**config.mk**
```make
export PLATFORM = sky130hd
export DESIGN_NAME = aabb_overlap_penetration
export DESIGN_NICKNAME = d
export VERILOG_FILES = /design/src/hw/rtl/aop_pkg.sv /design/src/hw/rtl/aabb_overlap_penetration.sv /design/src/hw/rtl/aop_axis_eval.sv /design/src/hw/rtl/aop_select.sv
export SDC_FILE = /design/constraint.sdc
export NUM_CORES = 1
export LEC_CHECK = 0
export BUFFER_PORTS_ARGS = -buffer_cell sky130_fd_sc_hd__buf_4
export CAP_MARGIN = 10
export CORE_ASPECT_RATIO = 1.5
export CORE_MARGIN = 2
export CORE_UTILIZATION = 30
export DETAILED_ROUTE_END_ITERATION = 8
export MAX_ROUTING_LAYER = met4
export PLACE_DENSITY = 0.55
export SLEW_MARGIN = 20
export SYNTH_ARGS = -nofsm -noshare
export SYNTH_HDL_FRONTEND = slang
export SYNTH_SLANG_ARGS = --single-unit
```
**constraint.sdc**
```tcl
create_clock -name aclk -period 12.1 [get_ports aclk]
set_clock_uncertainty 0.2 [all_clocks]
set_input_delay 1.21 -clock aclk [delete_from_list [all_inputs] [get_ports aclk]]
set_output_delay 1.21 -clock aclk [all_outputs]
set_load 0.05 [all_outputs]
```
**src/hw/rtl/aop_pkg.sv**
```systemverilog
// ============================================================================
// aop_pkg: shared constants for the box overlap penetration block
// Axis codes carried by each transaction, and the face index offset that
// marks a minus-side normal.
// ============================================================================
package aop_pkg;

    localparam logic [1:0] AXIS_X = 2'd0;
    localparam logic [1:0] AXIS_Y = 2'd1;
    localparam logic [1:0] AXIS_Z = 2'd2;

    // face index = axis, plus this offset when the minus side was kept
    localparam logic [2:0] FACE_MINUS_OFS = 3'd3;

endpackage

```
**src/hw/rtl/aabb_overlap_penetration.sv**
```systemverilog
// ============================================================================
// aabb_overlap_penetration: box pair overlap and least-penetration axis
// Tests two axis-aligned boxes, one axis per transaction, and reports the
// face, depth and contact point of least penetration on the z transaction.
// ============================================================================
// Send three transactions per box pair, x then y then z (axis code 3 is
// dropped silently). Each transaction carries both boxes' local min, max and
// object position on that axis in signed fixed point (Q15.8 at 24 bits).
// The x and y transactions only update the stored per-axis depth, side and
// contact sum; the z transaction produces exactly one result transaction:
// hit is set when the least depth is positive, with face 0..5 (+x,+y,+z,
// -x,-y,-z), depth, and the contact point given as twice the midpoint of the
// overlap on each axis. Without a hit every other field is zero. Stored x
// and y values are zero after reset and are never cleared by a z, so a z
// without preceding x and y uses whatever was stored last. Throughput is one
// transaction per cycle except during the stall below; a z passes through one
// input register and one result register, with the depth adders and the
// three-way compare between them. The input side keeps accepting while a
// result waits on m_ready, stalling only when a z transaction sits in the
// input register behind an untaken result.
// ============================================================================
module aabb_overlap_penetration
    import aop_pkg::*;
#(
    parameter int COORD_BITS = 24
) (
    input  logic                         aclk,
    input  logic                         aresetn,

    input  logic                         s_valid,
    output logic                         s_ready,
    input  logic [1:0]                   s_axis,
    input  logic signed [COORD_BITS-1:0] s_first_min,
    input  logic signed [COORD_BITS-1:0] s_first_max,
    input  logic signed [COORD_BITS-1:0] s_first_pos,
    input  logic signed [COORD_BITS-1:0] s_second_min,
    input  logic signed [COORD_BITS-1:0] s_second_max,
    input  logic signed [COORD_BITS-1:0] s_second_pos,

    output logic                         m_valid,
    input  logic                         m_ready,
    output logic                         m_hit,
    output logic [2:0]                   m_face,
    output logic [COORD_BITS:0]          m_depth,
    output logic signed [COORD_BITS+1:0] m_contact_x,
    output logic signed [COORD_BITS+1:0] m_contact_y,
    output logic signed [COORD_BITS+1:0] m_contact_z
);

    // ---------------- input register ----------------
    logic                         in_valid_reg;
    logic                         in_valid_next;
    logic [1:0]                   axis_reg;
    logic signed [COORD_BITS-1:0] first_min_reg;
    logic signed [COORD_BITS-1:0] first_max_reg;
    logic signed [COORD_BITS-1:0] first_pos_reg;
    logic signed [COORD_BITS-1:0] second_min_reg;
    logic signed [COORD_BITS-1:0] second_max_reg;
    logic signed [COORD_BITS-1:0] second_pos_reg;

    // ---------------- stored x and y results ----------------
    logic signed [COORD_BITS+1:0] axis_depth_reg   [2];
    logic                         axis_minus_reg   [2];
    logic signed [COORD_BITS+1:0] axis_contact_reg [2];

    // ---------------- result register ----------------
    logic                         out_valid_reg;
    logic                         out_valid_next;
    logic                         hit_reg;
    logic [2:0]                   face_reg;
    logic [COORD_BITS:0]          depth_reg;
    logic signed [COORD_BITS+1:0] contact_x_reg;
    logic signed [COORD_BITS+1:0] contact_y_reg;
    logic signed [COORD_BITS+1:0] contact_z_reg;

    // ---------------- datapath ----------------
    logic signed [COORD_BITS+1:0] ev_depth;
    logic                         ev_minus;
    logic signed [COORD_BITS+1:0] ev_contact;
    logic                         sel_hit;
    logic [2:0]                   sel_face;
    logic [COORD_BITS:0]          sel_depth;
    logic signed [COORD_BITS+1:0] sel_contact_x;
    logic signed [COORD_BITS+1:0] sel_contact_y;
    logic signed [COORD_BITS+1:0] sel_contact_z;

    logic in_is_z;
    logic in_is_xy;
    logic out_free;
    logic in_move;
    logic s_take;

    aop_axis_eval #(
        .COORD_BITS (COORD_BITS)
    ) u_eval (
        .first_min  (first_min_reg),
        .first_max  (first_max_reg),
        .first_pos  (first_pos_reg),
        .second_min (second_min_reg),
        .second_max (second_max_reg),
        .second_pos (second_pos_reg),
        .depth      (ev_depth),
        .minus_side (ev_minus),
        .contact    (ev_contact)
    );

    aop_select #(
        .COORD_BITS (COORD_BITS)
    ) u_select (
        .depth_x      (axis_depth_reg[0]),
        .depth_y      (axis_depth_reg[1]),
        .depth_z      (ev_depth),
        .minus_x      (axis_minus_reg[0]),
        .minus_y      (axis_minus_reg[1]),
        .minus_z      (ev_minus),
        .contact_x_in (axis_contact_reg[0]),
        .contact_y_in (axis_contact_reg[1]),
        .contact_z_in (ev_contact),
        .hit          (sel_hit),
        .face         (sel_face),
        .depth        (sel_depth),
        .contact_x    (sel_contact_x),
        .contact_y    (sel_contact_y),
        .contact_z    (sel_contact_z)
    );

    // ---------------- flow control ----------------
    assign in_is_z  = (axis_reg == AXIS_Z);
    assign in_is_xy = (axis_reg == AXIS_X) || (axis_reg == AXIS_Y);
    // result register can take a new result this cycle
    assign out_free = !out_valid_reg || m_ready;
    // x, y and dropped codes always leave; a z waits for room in the result register
    assign in_move  = in_valid_reg && (!in_is_z || out_free);
    assign s_ready  = !in_valid_reg || in_move;
    assign s_take   = s_valid && s_ready;

    always_comb begin
        in_valid_next = in_valid_reg;
        if (s_take) begin
            in_valid_next = 1'b1;
        end else if (in_move) begin
            in_valid_next = 1'b0;
        end

        out_valid_next = out_valid_reg;
        if (in_move && in_is_z) begin
            out_valid_next = 1'b1;
        end else if (m_ready) begin
            out_valid_next = 1'b0;
        end
    end

    always_ff @(posedge aclk) begin
        if (!aresetn) begin
            in_valid_reg  <= 1'b0;
            out_valid_reg <= 1'b0;
        end else begin
            in_valid_reg  <= in_valid_next;
            out_valid_reg <= out_valid_next;
        end
    end

    // capture the input transaction
    always_ff @(posedge aclk) begin
        if (s_take) begin
            axis_reg       <= s_axis;
            first_min_reg  <= s_first_min;
            first_max_reg  <= s_first_max;
            first_pos_reg  <= s_first_pos;
            second_min_reg <= s_second_min;
            second_max_reg <= s_second_max;
            second_pos_reg <= s_second_pos;
        end
    end

    // hold the x and y results until overwritten; cleared only by reset
    always_ff @(posedge aclk) begin
        if (!aresetn) begin
            for (int i = 0; i < 2; i++) begin
                axis_depth_reg[i]   <= '0;
                axis_minus_reg[i]   <= 1'b0;
                axis_contact_reg[i] <= '0;
            end
        end else if (in_move && in_is_xy) begin
            axis_depth_reg[axis_reg[0]]   <= ev_depth;
            axis_minus_reg[axis_reg[0]]   <= ev_minus;
            axis_contact_reg[axis_reg[0]] <= ev_contact;
        end
    end

    // load the result register on a z transaction
    always_ff @(posedge aclk) begin
        if (in_move && in_is_z) begin
            hit_reg       <= sel_hit;
            face_reg      <= sel_face;
            depth_reg     <= sel_depth;
            contact_x_reg <= sel_contact_x;
            contact_y_reg <= sel_contact_y;
            contact_z_reg <= sel_contact_z;
        end
    end

    assign m_valid     = out_valid_reg;
    assign m_hit       = hit_reg;
    assign m_face      = face_reg;
    assign m_depth     = depth_reg;
    assign m_contact_x = contact_x_reg;
    assign m_contact_y = contact_y_reg;
    assign m_contact_z = contact_z_reg;

endmodule

```
**src/hw/rtl/aop_axis_eval.sv**
```systemverilog
// ============================================================================
// aop_axis_eval: single-axis penetration evaluation
// Forms world bounds of both boxes, both penetration depths, and keeps the
// smaller one together with its side and the contact sum.
// ============================================================================
module aop_axis_eval #(
    parameter int COORD_BITS = 24
) (
    input  logic signed [COORD_BITS-1:0] first_min,
    input  logic signed [COORD_BITS-1:0] first_max,
    input  logic signed [COORD_BITS-1:0] first_pos,
    input  logic signed [COORD_BITS-1:0] second_min,
    input  logic signed [COORD_BITS-1:0] second_max,
    input  logic signed [COORD_BITS-1:0] second_pos,
    output logic signed [COORD_BITS+1:0] depth,
    output logic                         minus_side,
    output logic signed [COORD_BITS+1:0] contact
);

    logic signed [COORD_BITS:0]   f_lo;
    logic signed [COORD_BITS:0]   f_hi;
    logic signed [COORD_BITS:0]   s_lo;
    logic signed [COORD_BITS:0]   s_hi;
    logic signed [COORD_BITS+1:0] plus_d;
    logic signed [COORD_BITS+1:0] minus_d;

    // world bounds, one bit wider than the local coordinates
    assign f_lo = {first_min[COORD_BITS-1], first_min} + {first_pos[COORD_BITS-1], first_pos};
    assign f_hi = {first_max[COORD_BITS-1], first_max} + {first_pos[COORD_BITS-1], first_pos};
    assign s_lo = {second_min[COORD_BITS-1], second_min}
                + {second_pos[COORD_BITS-1], second_pos};
    assign s_hi = {second_max[COORD_BITS-1], second_max}
                + {second_pos[COORD_BITS-1], second_pos};

    assign plus_d  = {f_hi[COORD_BITS], f_hi} - {s_lo[COORD_BITS], s_lo};
    assign minus_d = {s_hi[COORD_BITS], s_hi} - {f_lo[COORD_BITS], f_lo};

    // a tie keeps the plus side
    always_comb begin
        if (plus_d > minus_d) begin
            depth      = minus_d;
            minus_side = 1'b1;
            contact    = {s_hi[COORD_BITS], s_hi} + {f_lo[COORD_BITS], f_lo};
        end else begin
            depth      = plus_d;
            minus_side = 1'b0;
            contact    = {f_hi[COORD_BITS], f_hi} + {s_lo[COORD_BITS], s_lo};
        end
    end

endmodule

```
**src/hw/rtl/aop_select.sv**
```systemverilog
// ============================================================================
// aop_select: least-penetration axis selection
// Picks the axis with the least kept depth (ties to the lower axis) and
// forms the hit flag, face index, depth and contact point.
// ============================================================================
module aop_select
    import aop_pkg::*;
#(
    parameter int COORD_BITS = 24
) (
    input  logic signed [COORD_BITS+1:0] depth_x,
    input  logic signed [COORD_BITS+1:0] depth_y,
    input  logic signed [COORD_BITS+1:0] depth_z,
    input  logic                         minus_x,
    input  logic                         minus_y,
    input  logic                         minus_z,
    input  logic signed [COORD_BITS+1:0] contact_x_in,
    input  logic signed [COORD_BITS+1:0] contact_y_in,
    input  logic signed [COORD_BITS+1:0] contact_z_in,
    output logic                         hit,
    output logic [2:0]                   face,
    output logic [COORD_BITS:0]          depth,
    output logic signed [COORD_BITS+1:0] contact_x,
    output logic signed [COORD_BITS+1:0] contact_y,
    output logic signed [COORD_BITS+1:0] contact_z
);

    logic signed [COORD_BITS+1:0] d_xy;
    logic                         m_xy;
    logic [1:0]                   a_xy;
    logic signed [COORD_BITS+1:0] d_best;
    logic                         m_best;
    logic [1:0]                   a_best;

    always_comb begin
        if (depth_x > depth_y) begin
            d_xy = depth_y;
            m_xy = minus_y;
            a_xy = AXIS_Y;
        end else begin
            d_xy = depth_x;
            m_xy = minus_x;
            a_xy = AXIS_X;
        end

        if (d_xy > depth_z) begin
            d_best = depth_z;
            m_best = minus_z;
            a_best = AXIS_Z;
        end else begin
            d_best = d_xy;
            m_best = m_xy;
            a_best = a_xy;
        end

        hit = (d_best > 0);
        if (hit) begin
            face      = {1'b0, a_best} + (m_best ? FACE_MINUS_OFS : 3'd0);
            depth     = d_best[COORD_BITS:0];
            contact_x = contact_x_in;
            contact_y = contact_y_in;
            contact_z = contact_z_in;
        end else begin
            face      = 3'd0;
            depth     = '0;
            contact_x = '0;
            contact_y = '0;
            contact_z = '0;
        end
    end

endmodule
```
==> results of run 1 <==
[cell type report]
| cell class | count | area, sq um |
|---|---|---|
| repair buffers | 305 | 2310 |
| flip-flops and latches | 361 | 10800 |
| clock inverters | 20 | 148 |
| inverters | 173 | 649 |
| clock buffers | 45 | 977 |
| multi-input cells | 1774 | 12800 |
| diodes | 1 | 2.50 |
| well taps | 1040 | 1300 |
| fillers | 8127 | 51900 |
[metrics by stage]
| stage | utilization | total power, W | cell area, sq um | worst slack, ns | TNS [ns] |
|---|---|---|---|---|---|
| after CTS | 0.357 | 0.00786 | 28900 | 0.0326 | 0 |
| after floorplan | - | 0.00487 | 24400 | 1.42 | 0 |
| after detailed placement | 0.344 | 0.00674 | 27800 | 0.100 | 0 |
| final | 0.359 | 0.00788 | 29000 | 0.648 | 0 |
| after global routing | 0.359 | 0.00845 | 29000 | -0.0725 | -0.564 |
| after global placement | 0.343 | 0.00671 | 27800 | 0.200 | 0 |
[layer usage]
layer / share of wire / routed length, um / vias to the layer above
met1: 0.40 / 30000 / 8801
li1: - / - / 9244
met5: 0 / 0 / -
met2: 0.54 / 40500 / 407
met3: 0.027 / 1990 / 104
met4: 0.028 / 2070 / 0
[worst paths after layout]
| check | start | end | slack (ns) | cells past startpoint |
|---|---|---|---|---|
| min reg2reg | axis_minus_reg[0] | axis_minus_reg[0] | 0.28 | 2 |
| max reg2reg | first_pos_reg[0] | m_face[1] | 0.65 | 50 |
| max | first_pos_reg[0] | m_face[1] | 0.65 | 50 |
| min | axis_minus_reg[0] | axis_minus_reg[0] | 0.28 | 2 |
[logic make-up after synthesis]
kind of cell	synth area share
AO/OA/AOI/OAI	0.153
XOR/XNOR	0.0564
adder cells (fa/ha/maj)	0.147
buffers and inverters	0.0370
flip-flops	0.443
multiplexers	0.0147
AND/OR/NAND/NOR	0.149
[synthesized netlist by cell type, types with 6 or more instances]
library cell    n
nor2_1        289
ha_1          273
a211oi_2       20
a21oi_1       171
o22ai_1         6
o2111ai_1       9
a31o_2          7
nor3_1         57
and3_1         24
and2_1          9
nor3b_1         7
a21o_1         41
nor4_1         17
o211ai_1       20
o31a_1          7
a2111oi_0       7
clkbuf_1       51
mux2i_1        11
xnor2_1       133
o311ai_0        6
nand3_1        47
a211oi_1       18
a211o_1         9
nand2_1        97
o21a_1         15
o21ai_0        98
mux2_2         22
nand2b_1       18
edfxtp_1      357
a21boi_0       10
buf_1           7
or4_1           9
fa_1            8
xor2_1         24
a31oi_1        22
nand4_1        22
or2_2          21
nand3b_1        7
inv_1         171
o31ai_1        11
o21bai_1       26
nor2b_1        97
or3_1          16
[worst reg2reg max path, delay by kind of cell (launching register included)]
family	cells	cell delay [ns]
DFF	1	0.40
AOI/OAI and AO/OA	29	6.45
xor gates and xnor gates	3	0.61
adders and majority gates	7	1.85
buffers and inverters	3	0.48
and+or+nand+nor	7	1.04
muxes	1	0.19
[placed cells by master (no fill, tap or decap), types with 47 or more instances in the layout]
cell      synthesis  layout
nor2_1          289     287
edfxtp_1        357     357
buf_4             2     303
nor3_1           57      57
xnor2_1         133     132
nand2_1          97      94
a21oi_1         171     168
o21ai_0          98      90
nand3_1          47      47
nor2b_1          97      95
inv_1           171     171
ha_1            273     273
[power by group through the flow]
stage | Sequential, W | Clock, W | Combinational [W]
floorplan | 0.00179 | 0 | 0.00308
global route | 0.00168 | 0.00117 | 0.00560
detailed placement | 0.00170 | 0 | 0.00504
CTS | 0.00168 | 0.00113 | 0.00506
finish | 0.00167 | 0.00109 | 0.00512
global placement | 0.00170 | 0 | 0.00501
[repair_timing]
action	4_1_cts	5_1_grt
buffers inserted	0	5
setup endpoints to repair	0	107
resized for setup	0	20
hold buffers	0	0
==> impl_metrics.yaml, run 1 <==
route:
  vias_per_cell: 4.99
  drtAntennaViolNets: 0
  drc: 0
  firstDrtPassIters: 7
  wire_per_inst_um: 20.0
  drt_iter0_markers: 984
  finalWirelength_um: 74500
  dr_total_vias: 18556
clock_tree:
  cts_max_path_buffers: 3
  cts_root_buffer: "clkbuf_16"
  htreeDepth: 2
  insertion_delay_ns: 0.59
  clk_pin_slew_ns: 0.06
  cts_tree: "yes"
  numCtsBuffers: 38
  cts_sinks: 361
timing:
  layout_worst_path_cycle_share: 0.946
  slew-limit-headroom: 0.306
  tightest_slew_ns: 1.04
  hold_ws_ns: 0.279
  slew_violations: 0
  finalCriticalPeriod_ns: 11.45
  finalHoldViolCount: 0
  setup_viol: 0
  fmax_mhz: 87.3
setup_path:
  start_kind: "flop"
  critPathMaxFanout: 14
  critical_path_buf_inv_count: 3
  path_class: "reg -> reg"
  arrival_ns: 11.58
  cp_common_cell: "a21o_1"
  max_stage_delay_ns: 0.41
  required_ns: 12.22
  crit_slowest_cell: "nor4_2"
  path_delay_family: "compound AO/OA/AOI/OAI gates"
  cp-end-kind: "flop"
logic_synthesis:
  ys_warn_count: 0
  syn_area_per_cell_sq_um: 10.3
  syn_nets: 2803
  netlist_instances: 2372
  async_flop_share: 0
  synth.cell_area_sq_um: 24400
  synthDominantCellAreaShare: 0.440
  synth_seq_area_share: 0.443
  synth_ff_type: "edfxtp_1"
  synth.distinct_cells: 78
  synth-seq-cells: 361
  synth-edff-count: 357
  synth_top_area_cell: "edfxtp_1"
  netlist_top_cells_area: "edfxtp_1, ha_1, xnor2_1, nor2_1, a21oi_1"
power:
  switching_share: 0.489
  intPower_w: 0.00403
  powerDensity_nw_per_um2: 271
  p_leak_nw: 12.0
  peakVddDrop_uv: 236
  combPwrFrac: 0.650
  pwr-share-seq: 0.212
  clock_power_share: 0.138
  switchingPower_w: 0.00385
run_status:
  status: "finished, final reports clean"
placed_design:
  dp.cells: 3648
  dp_hpwl_um: 59800
  place_congestion: 0.913
  port_buffers: 258
floorplan:
  ios: 259
  start_util: 0.302
  core_sq_um: 80900
  dieArea_sq_um: 83600
  dieHeight_um: 353
  dieWidth_um: 237
  rows: 128
cells_and_area:
  fin_nets: 3084
  syn_to_final_growth_pct: 18.9
  layout-drive-gt1-share: 0.170
  fin_cells: 3719
grt:
  met2_usage: 0.344
  antenna_found_initial: 1
  grtUsageMet3: 0.0152
  track_usage: 0.182
  grt_pass1_vias: 19242
  overflow: 0
  grt_pass1_wl_um: 112000
  grt_start_max_net_pins: 75
  grt_util_met1: 0.200
  busiest_layer: "met2"
flow_run:
  cap_violations: 0
min_path:
  min_path_type: "reg -> reg"
(Power assumes the default switching activity.)
==> inputs of run 2 (changes only) <==
--- a/config.mk
+++ b/config.mk
@@ -5,6 +5,7 @@
 export SDC_FILE = /design/constraint.sdc
 export NUM_CORES = 1
 export LEC_CHECK = 0
+export ABC_AREA = 1
 export BUFFER_PORTS_ARGS = -buffer_cell sky130_fd_sc_hd__buf_4
 export CAP_MARGIN = 10
 export CORE_ASPECT_RATIO = 1.5
==> constraint.sdc (replaced) <==
create_clock -name aclk -period 12.1 [get_ports aclk]
set_clock_uncertainty 0.2 [all_clocks]
set_input_delay 1.21 -clock aclk [delete_from_list [all_inputs] [get_ports aclk]]
set_output_delay 1.21 -clock aclk [all_outputs]
set_load 0.02 [all_outputs]
==> run 2 against run 1 <==
Against the previous run:
- first-iteration DRC count decreased by 28%
- clock power up 14%
- clock-buffer cell count stayed put
- synthesized area down 3.6%
- highest routed layer unchanged
==> impl_metrics.yaml, run 2 <==
clock_tree:
  ctsHoldBuffers: 0
  post-cts-setup-buffer-count: 0
  cts_tree: "yes"
  clk_pin_slew_ns: 0.06
  cts_root_buffer: "clkbuf_16"
  cts_resized: 0
  cts_sinks: 361
  insertion_delay_ns: 0.60
  cts_max_path_buffers: 3
  numCtsBuffers: 40
  htreeDepth: 2
route:
  wire_per_inst_um: 16.9
  finalWirelength_um: 64800
  drtAntennaViolNets: 0
  drt_iter0_markers: 713
  vias_per_cell: 4.57
  dr_total_vias: 17561
  drc: 0
  firstDrtPassIters: 5
timing:
  rsz0062_at_grt: "false"
  tightest_slew_ns: 1.03
  slew_violations: 0
  setup_viol: 0
  finalCriticalPeriod_ns: 11.00
  slew-limit-headroom: 0.305
  finalHoldViolCount: 0
  fmax_mhz: 90.9
  layout_worst_path_cycle_share: 0.909
  finalSetupTns_ns: 0
  fin_ws_ns: 1.10
cells_and_area:
  n_antenna_cell: 0
  regArea_sq_um: 10800
  nFillCells: 7985
  final_cell_mix: "nand2_1, edfxtp_1, inv_1, buf_4, nor2_1"
  fin_nets: 3229
  layout-drive-gt1-share: 0.160
  final_common_cell: "nand2_1"
  fin_cells: 3843
  post-route-util: 0.362
  syn_to_final_growth_pct: 19.3
  multiInputGateArea_sq_um: 11000
  design_area_sq_um: 28100
grt:
  grt_util_met1: 0.186
  grt_start_max_net_pins: 79
  grtUsageMet3: 0.0189
  track_usage: 0.165
  antenna_found_initial: 0
  grt_pass1_vias: 18032
  met2_usage: 0.304
  busiest_layer: "met2"
  grt_pass1_wl_um: 99500
  overflow: 0
setup_path:
  cp-end-kind: "flop"
  arrival_ns: 11.11
  start_kind: "flop"
  rrSetupSlack_ns: 1.10
  cp_common_cell: "nand2_1"
  critPathMaxFanout: 62
  crit_slowest_cell: "nor4b_1"
  startpoint: "first_pos_reg[0]"
  max_stage_delay_ns: 0.44
  reg2reg_from: "first_pos_reg[0]"
  required_ns: 12.21
  path_class: "reg -> reg"
floorplan:
  core_sq_um: 77600
  dieArea_sq_um: 80700
  rows: 125
  dieWidth_um: 233
  start_util: 0.303
  dieHeight_um: 347
  ios: 259
logic_synthesis:
  netlist_top_cells_area: "edfxtp_1, ha_1, nand2_1, inv_1, xor2_1"
  synthDominantCellAreaShare: 0.456
  syn_nets: 2953
  netlist_instances: 2522
  async_flop_share: 0
  syn_area_per_cell_sq_um: 9.32
  synth_ff_type: "edfxtp_1"
  synth_top_area_cell: "edfxtp_1"
  ys_warn_count: 0
  synth.cell_area_sq_um: 23500
  synth_seq_area_share: 0.459
  yosysMostFrequentCell: "nand2_1"
  synth.distinct_cells: 55
  synth-seq-cells: 361
  synth-edff-count: 357
  synth.top_cells.by_count: "nand2_1, edfxtp_1, inv_1"
placed_design:
  dp_hpwl_um: 51800
  port_buffers: 258
  dpl_worst_slack_ns: 0.754
  dp.cells: 3772
  place_congestion: 0.885
  place_area_sq_um: 26700
power:
  p_leak_nw: 12.7
  powerDensity_nw_per_um2: 282
  peakVddDrop_uv: 227
min_path:
  hold_start: "axis_minus_reg[0]"
  min_path_type: "reg -> reg"
flow_run:
  cap_violations: 0
run_status:
  status: "finished, final reports clean"
## run 2: worst paths after layout
| path | depth (start not counted) | to |
|---|---|---|
| hold / removal | 2 | axis_minus_reg[0] |
| hold reg to reg | 2 | axis_minus_reg[0] |
| setup reg to reg | 62 | m_contact_z[15] |
| setup / recovery | 62 | m_contact_z[15] |
## run 2: final cells by class
| type | count | share of cell area |
|---|---|---|
| Multi-Input combinational cell | 1723 | 0.392 |
| Sequential cell | 361 | 0.385 |
| Timing Repair Buffer | 293 | 0.0793 |
| Inverter | 379 | 0.0510 |
| Tap cell | 1016 | 0.0453 |
| Clock buffer | 45 | 0.0363 |
| Clock inverter | 26 | 0.0110 |
## run 2: through the flow
stage | hold WS [ns] | total power (W)
global route | 0.334 | 0.00868
detailed placement | 0.309 | 0.00676
finish | 0.313 | 0.00792
global placement | 0.306 | 0.00674
CTS | 0.318 | 0.00803
floorplan | 0.254 | 0.00501
## run 2: per-layer routing
layer / routed length [um] / up-vias
met5: 0 / -
met1: 26400 / 8123
met3: 2040 / 89
met4: 1840 / 0
li1: - / 9011
met2: 34500 / 338
## run 2: critical path, delay by kind of cell, from the launching register on
kind	cells	cell delay, ns
fa+ha+maj	5	1.49
simple gates	33	4.43
flops	1	0.37
compound gates	15	2.94
xor+xnor	2	0.40
buf+inv	7	0.80
## run 2: cells by family after synthesis
kind of cell | synth area share
DFF | 0.459
and+or+nand+nor | 0.154
adders and majority gates | 0.152
buffers and inverters | 0.0739
muxes | 0.000426
xor gates and xnor gates | 0.0607
AOI/OAI and AO/OA | 0.100
## run 2: power breakdown
part / switching, W / leakage, nW / internal [W]
Combinational: 0.00338 / 8.55 / 0.00161
Clock: 0.000534 / 0.626 / 0.000703
Sequential: 0.0000445 / 3.51 / 0.00165
==> inputs of run 3 (changes only) <==
==> constraint.sdc (replaced) <==
create_clock -name aclk -period 13.1 [get_ports aclk]
set_clock_uncertainty 0.2 [all_clocks]
set_input_delay 1.31 -clock aclk [delete_from_list [all_inputs] [get_ports aclk]]
set_output_delay 1.31 -clock aclk [all_outputs]
set_load 0.02 [all_outputs]
==> run 3 against run 2 <==
Against the previous run:
- worst setup slack improved by 0.33 ns
- sequential share of layout area fell by 0.072 points
- first-iteration DRC count rose by 10%
- non-clock buffer count fell by 14
- highest routed layer unchanged
- final area rose by 0.19%
- via count fell by 0.71%
==> impl_metrics.yaml, run 3 (synthesis results as in run 2) <==
power:
  combPwrFrac: 0.612
  powerDensity_nw_per_um2: 261
  pwr-share-seq: 0.213
  clock_power_share: 0.176
  intPower_w: 0.00368
  p_leak_nw: 12.7
  switching_share: 0.500
  total_power_w: 0.00735
  peakVddDrop_uv: 196
  switchingPower_w: 0.00367
route:
  dr_total_vias: 17436
  firstDrtPassIters: 5
  drt_iter0_markers: 787
  finalWirelength_um: 65100
  drtAntennaViolNets: 0
  drc: 0
  wire_per_inst_um: 17.0
  vias_per_cell: 4.55
cells_and_area:
  layout-drive-gt1-share: 0.156
  final_cell_mix: "nand2_1, edfxtp_1, inv_1, nor2_1, buf_4"
  final_common_cell: "nand2_1"
  fin_nets: 3216
  syn_to_final_growth_pct: 19.5
  n_antenna_cell: 0
clock_tree:
  htreeDepth: 2
  clk_pin_slew_ns: 0.07
  cts_sinks: 361
  cts_max_path_buffers: 3
  cts_tree: "yes"
  numCtsBuffers: 40
  insertion_delay_ns: 0.61
  cts_root_buffer: "clkbuf_16"
timing:
  finalCriticalPeriod_ns: 11.67
  fin_ws_ns: 1.43
  layout_worst_path_cycle_share: 0.891
  hold_ws_ns: 0.289
  setup_viol: 0
  slew_violations: 0
  finalSetupTns_ns: 0
  slew-limit-headroom: 0.327
  finalHoldViolCount: 0
  tightest_slew_ns: 0.999
  rsz0062_at_grt: "false"
  fmax_mhz: 85.7
setup_path:
  start_kind: "flop"
  max_stage_delay_ns: 0.65
  arrival_ns: 11.80
  required_ns: 13.23
  cp_common_cell: "nand2_1"
  path_class: "reg -> reg"
  cp-end-kind: "flop"
  crit_slowest_cell: "nor4b_1"
  critPathMaxFanout: 71
placed_design:
  port_buffers: 258
  dp_hpwl_um: 51900
  dpl_worst_slack_ns: 0.761
  place_congestion: 0.860
floorplan:
  dieHeight_um: 347
  dieArea_sq_um: 80700
  rows: 125
  start_util: 0.303
  ios: 259
  dieWidth_um: 233
  core_sq_um: 77600
grt:
  track_usage: 0.166
  grt_start_max_net_pins: 88
  overflow: 0
  antenna_found_initial: 0
  grt_pass1_wl_um: 99400
  grt_pass1_vias: 17731
run_status:
  status: "finished, final reports clean"
flow_run:
  cap_violations: 0
min_path:
  min_path_type: "reg -> reg"
## run 3: cell count changes in the layout (fill, tap and decap cells not counted), moves of 2 or more
cell | before | now
buf_4 | 291 | 278
bufinv_16 | 4 | 11
clkinv_2 | 6 | 1
clkinv_4 | 0 | 3
clkinvlp_4 | 6 | 3
inv_16 | 0 | 2
## run 3: area by class of cell
cell class / count / area [sq um]
fillers: 8010 / 49500
multi-input cells: 1723 / 11000
flip-flops and latches: 361 / 10800
repair buffers: 279 / 2110
inverters: 379 / 1430
well taps: 1016 / 1270
clock buffers: 46 / 1020
clock inverters: 26 / 474
repair inverters: 1 / 5.00
## run 3: what timing repair did
item,in CTS,in global routing
buffers inserted,0,2
hold buffers,0,0
setup endpoints to repair,0,90
gates resized for setup,0,1
## run 3: critical path: cells and delay by family (launching register included)
kind | cells | cell delay, ns
DFF | 1 | 0.35
AOI/OAI and AO/OA | 12 | 2.44
adders and majority gates | 5 | 1.38
and+or+nand+nor | 35 | 5.17
xor gates and xnor gates | 2 | 0.40
buffers and inverters | 9 | 1.29
## run 3: power groups by stage
stage	Sequential (W)	Combinational, W	Clock (W)
2_1_floorplan	0.00162	0.00301	0
3_3_place_gp	0.00159	0.00448	0
3_5_place_dp	0.00159	0.00452	0
4_1_cts	0.00157	0.00453	0.00133
5_1_grt	0.00157	0.00507	0.00137
6_report	0.00156	0.00449	0.00129
## run 3: path summary, 6_finish.rpt
path	startpoint	end	slack (ns)	depth (start not counted)
worst max register to register	first_pos_reg[0]	m_contact_z[14]	1.43	63
worst min-delay path	axis_minus_reg[0]	axis_minus_reg[0]	0.29	2
worst max-delay path	first_pos_reg[0]	m_contact_z[14]	1.43	63
worst min register to register	axis_minus_reg[0]	axis_minus_reg[0]	0.29	2
## run 3: layer usage
metal	vias up	global-route usage	part of all wire
met5	-	-	0
met4	0	0.0508	0.029
met3	86	0.0190	0.030
met2	313	0.304	0.53
met1	8037	0.186	0.41
li1	9000	-	-
## run 3: through the flow
step / cell area (sq um) / util / std cells
after floorplan: 23500 / - / 2522
after global placement: 26600 / 0.343 / 3756
after detailed placement: 26600 / 0.343 / 3756
after CTS: 28100 / 0.362 / 3828
after global routing: 28100 / 0.362 / 3831
final: 28100 / 0.362 / 3831
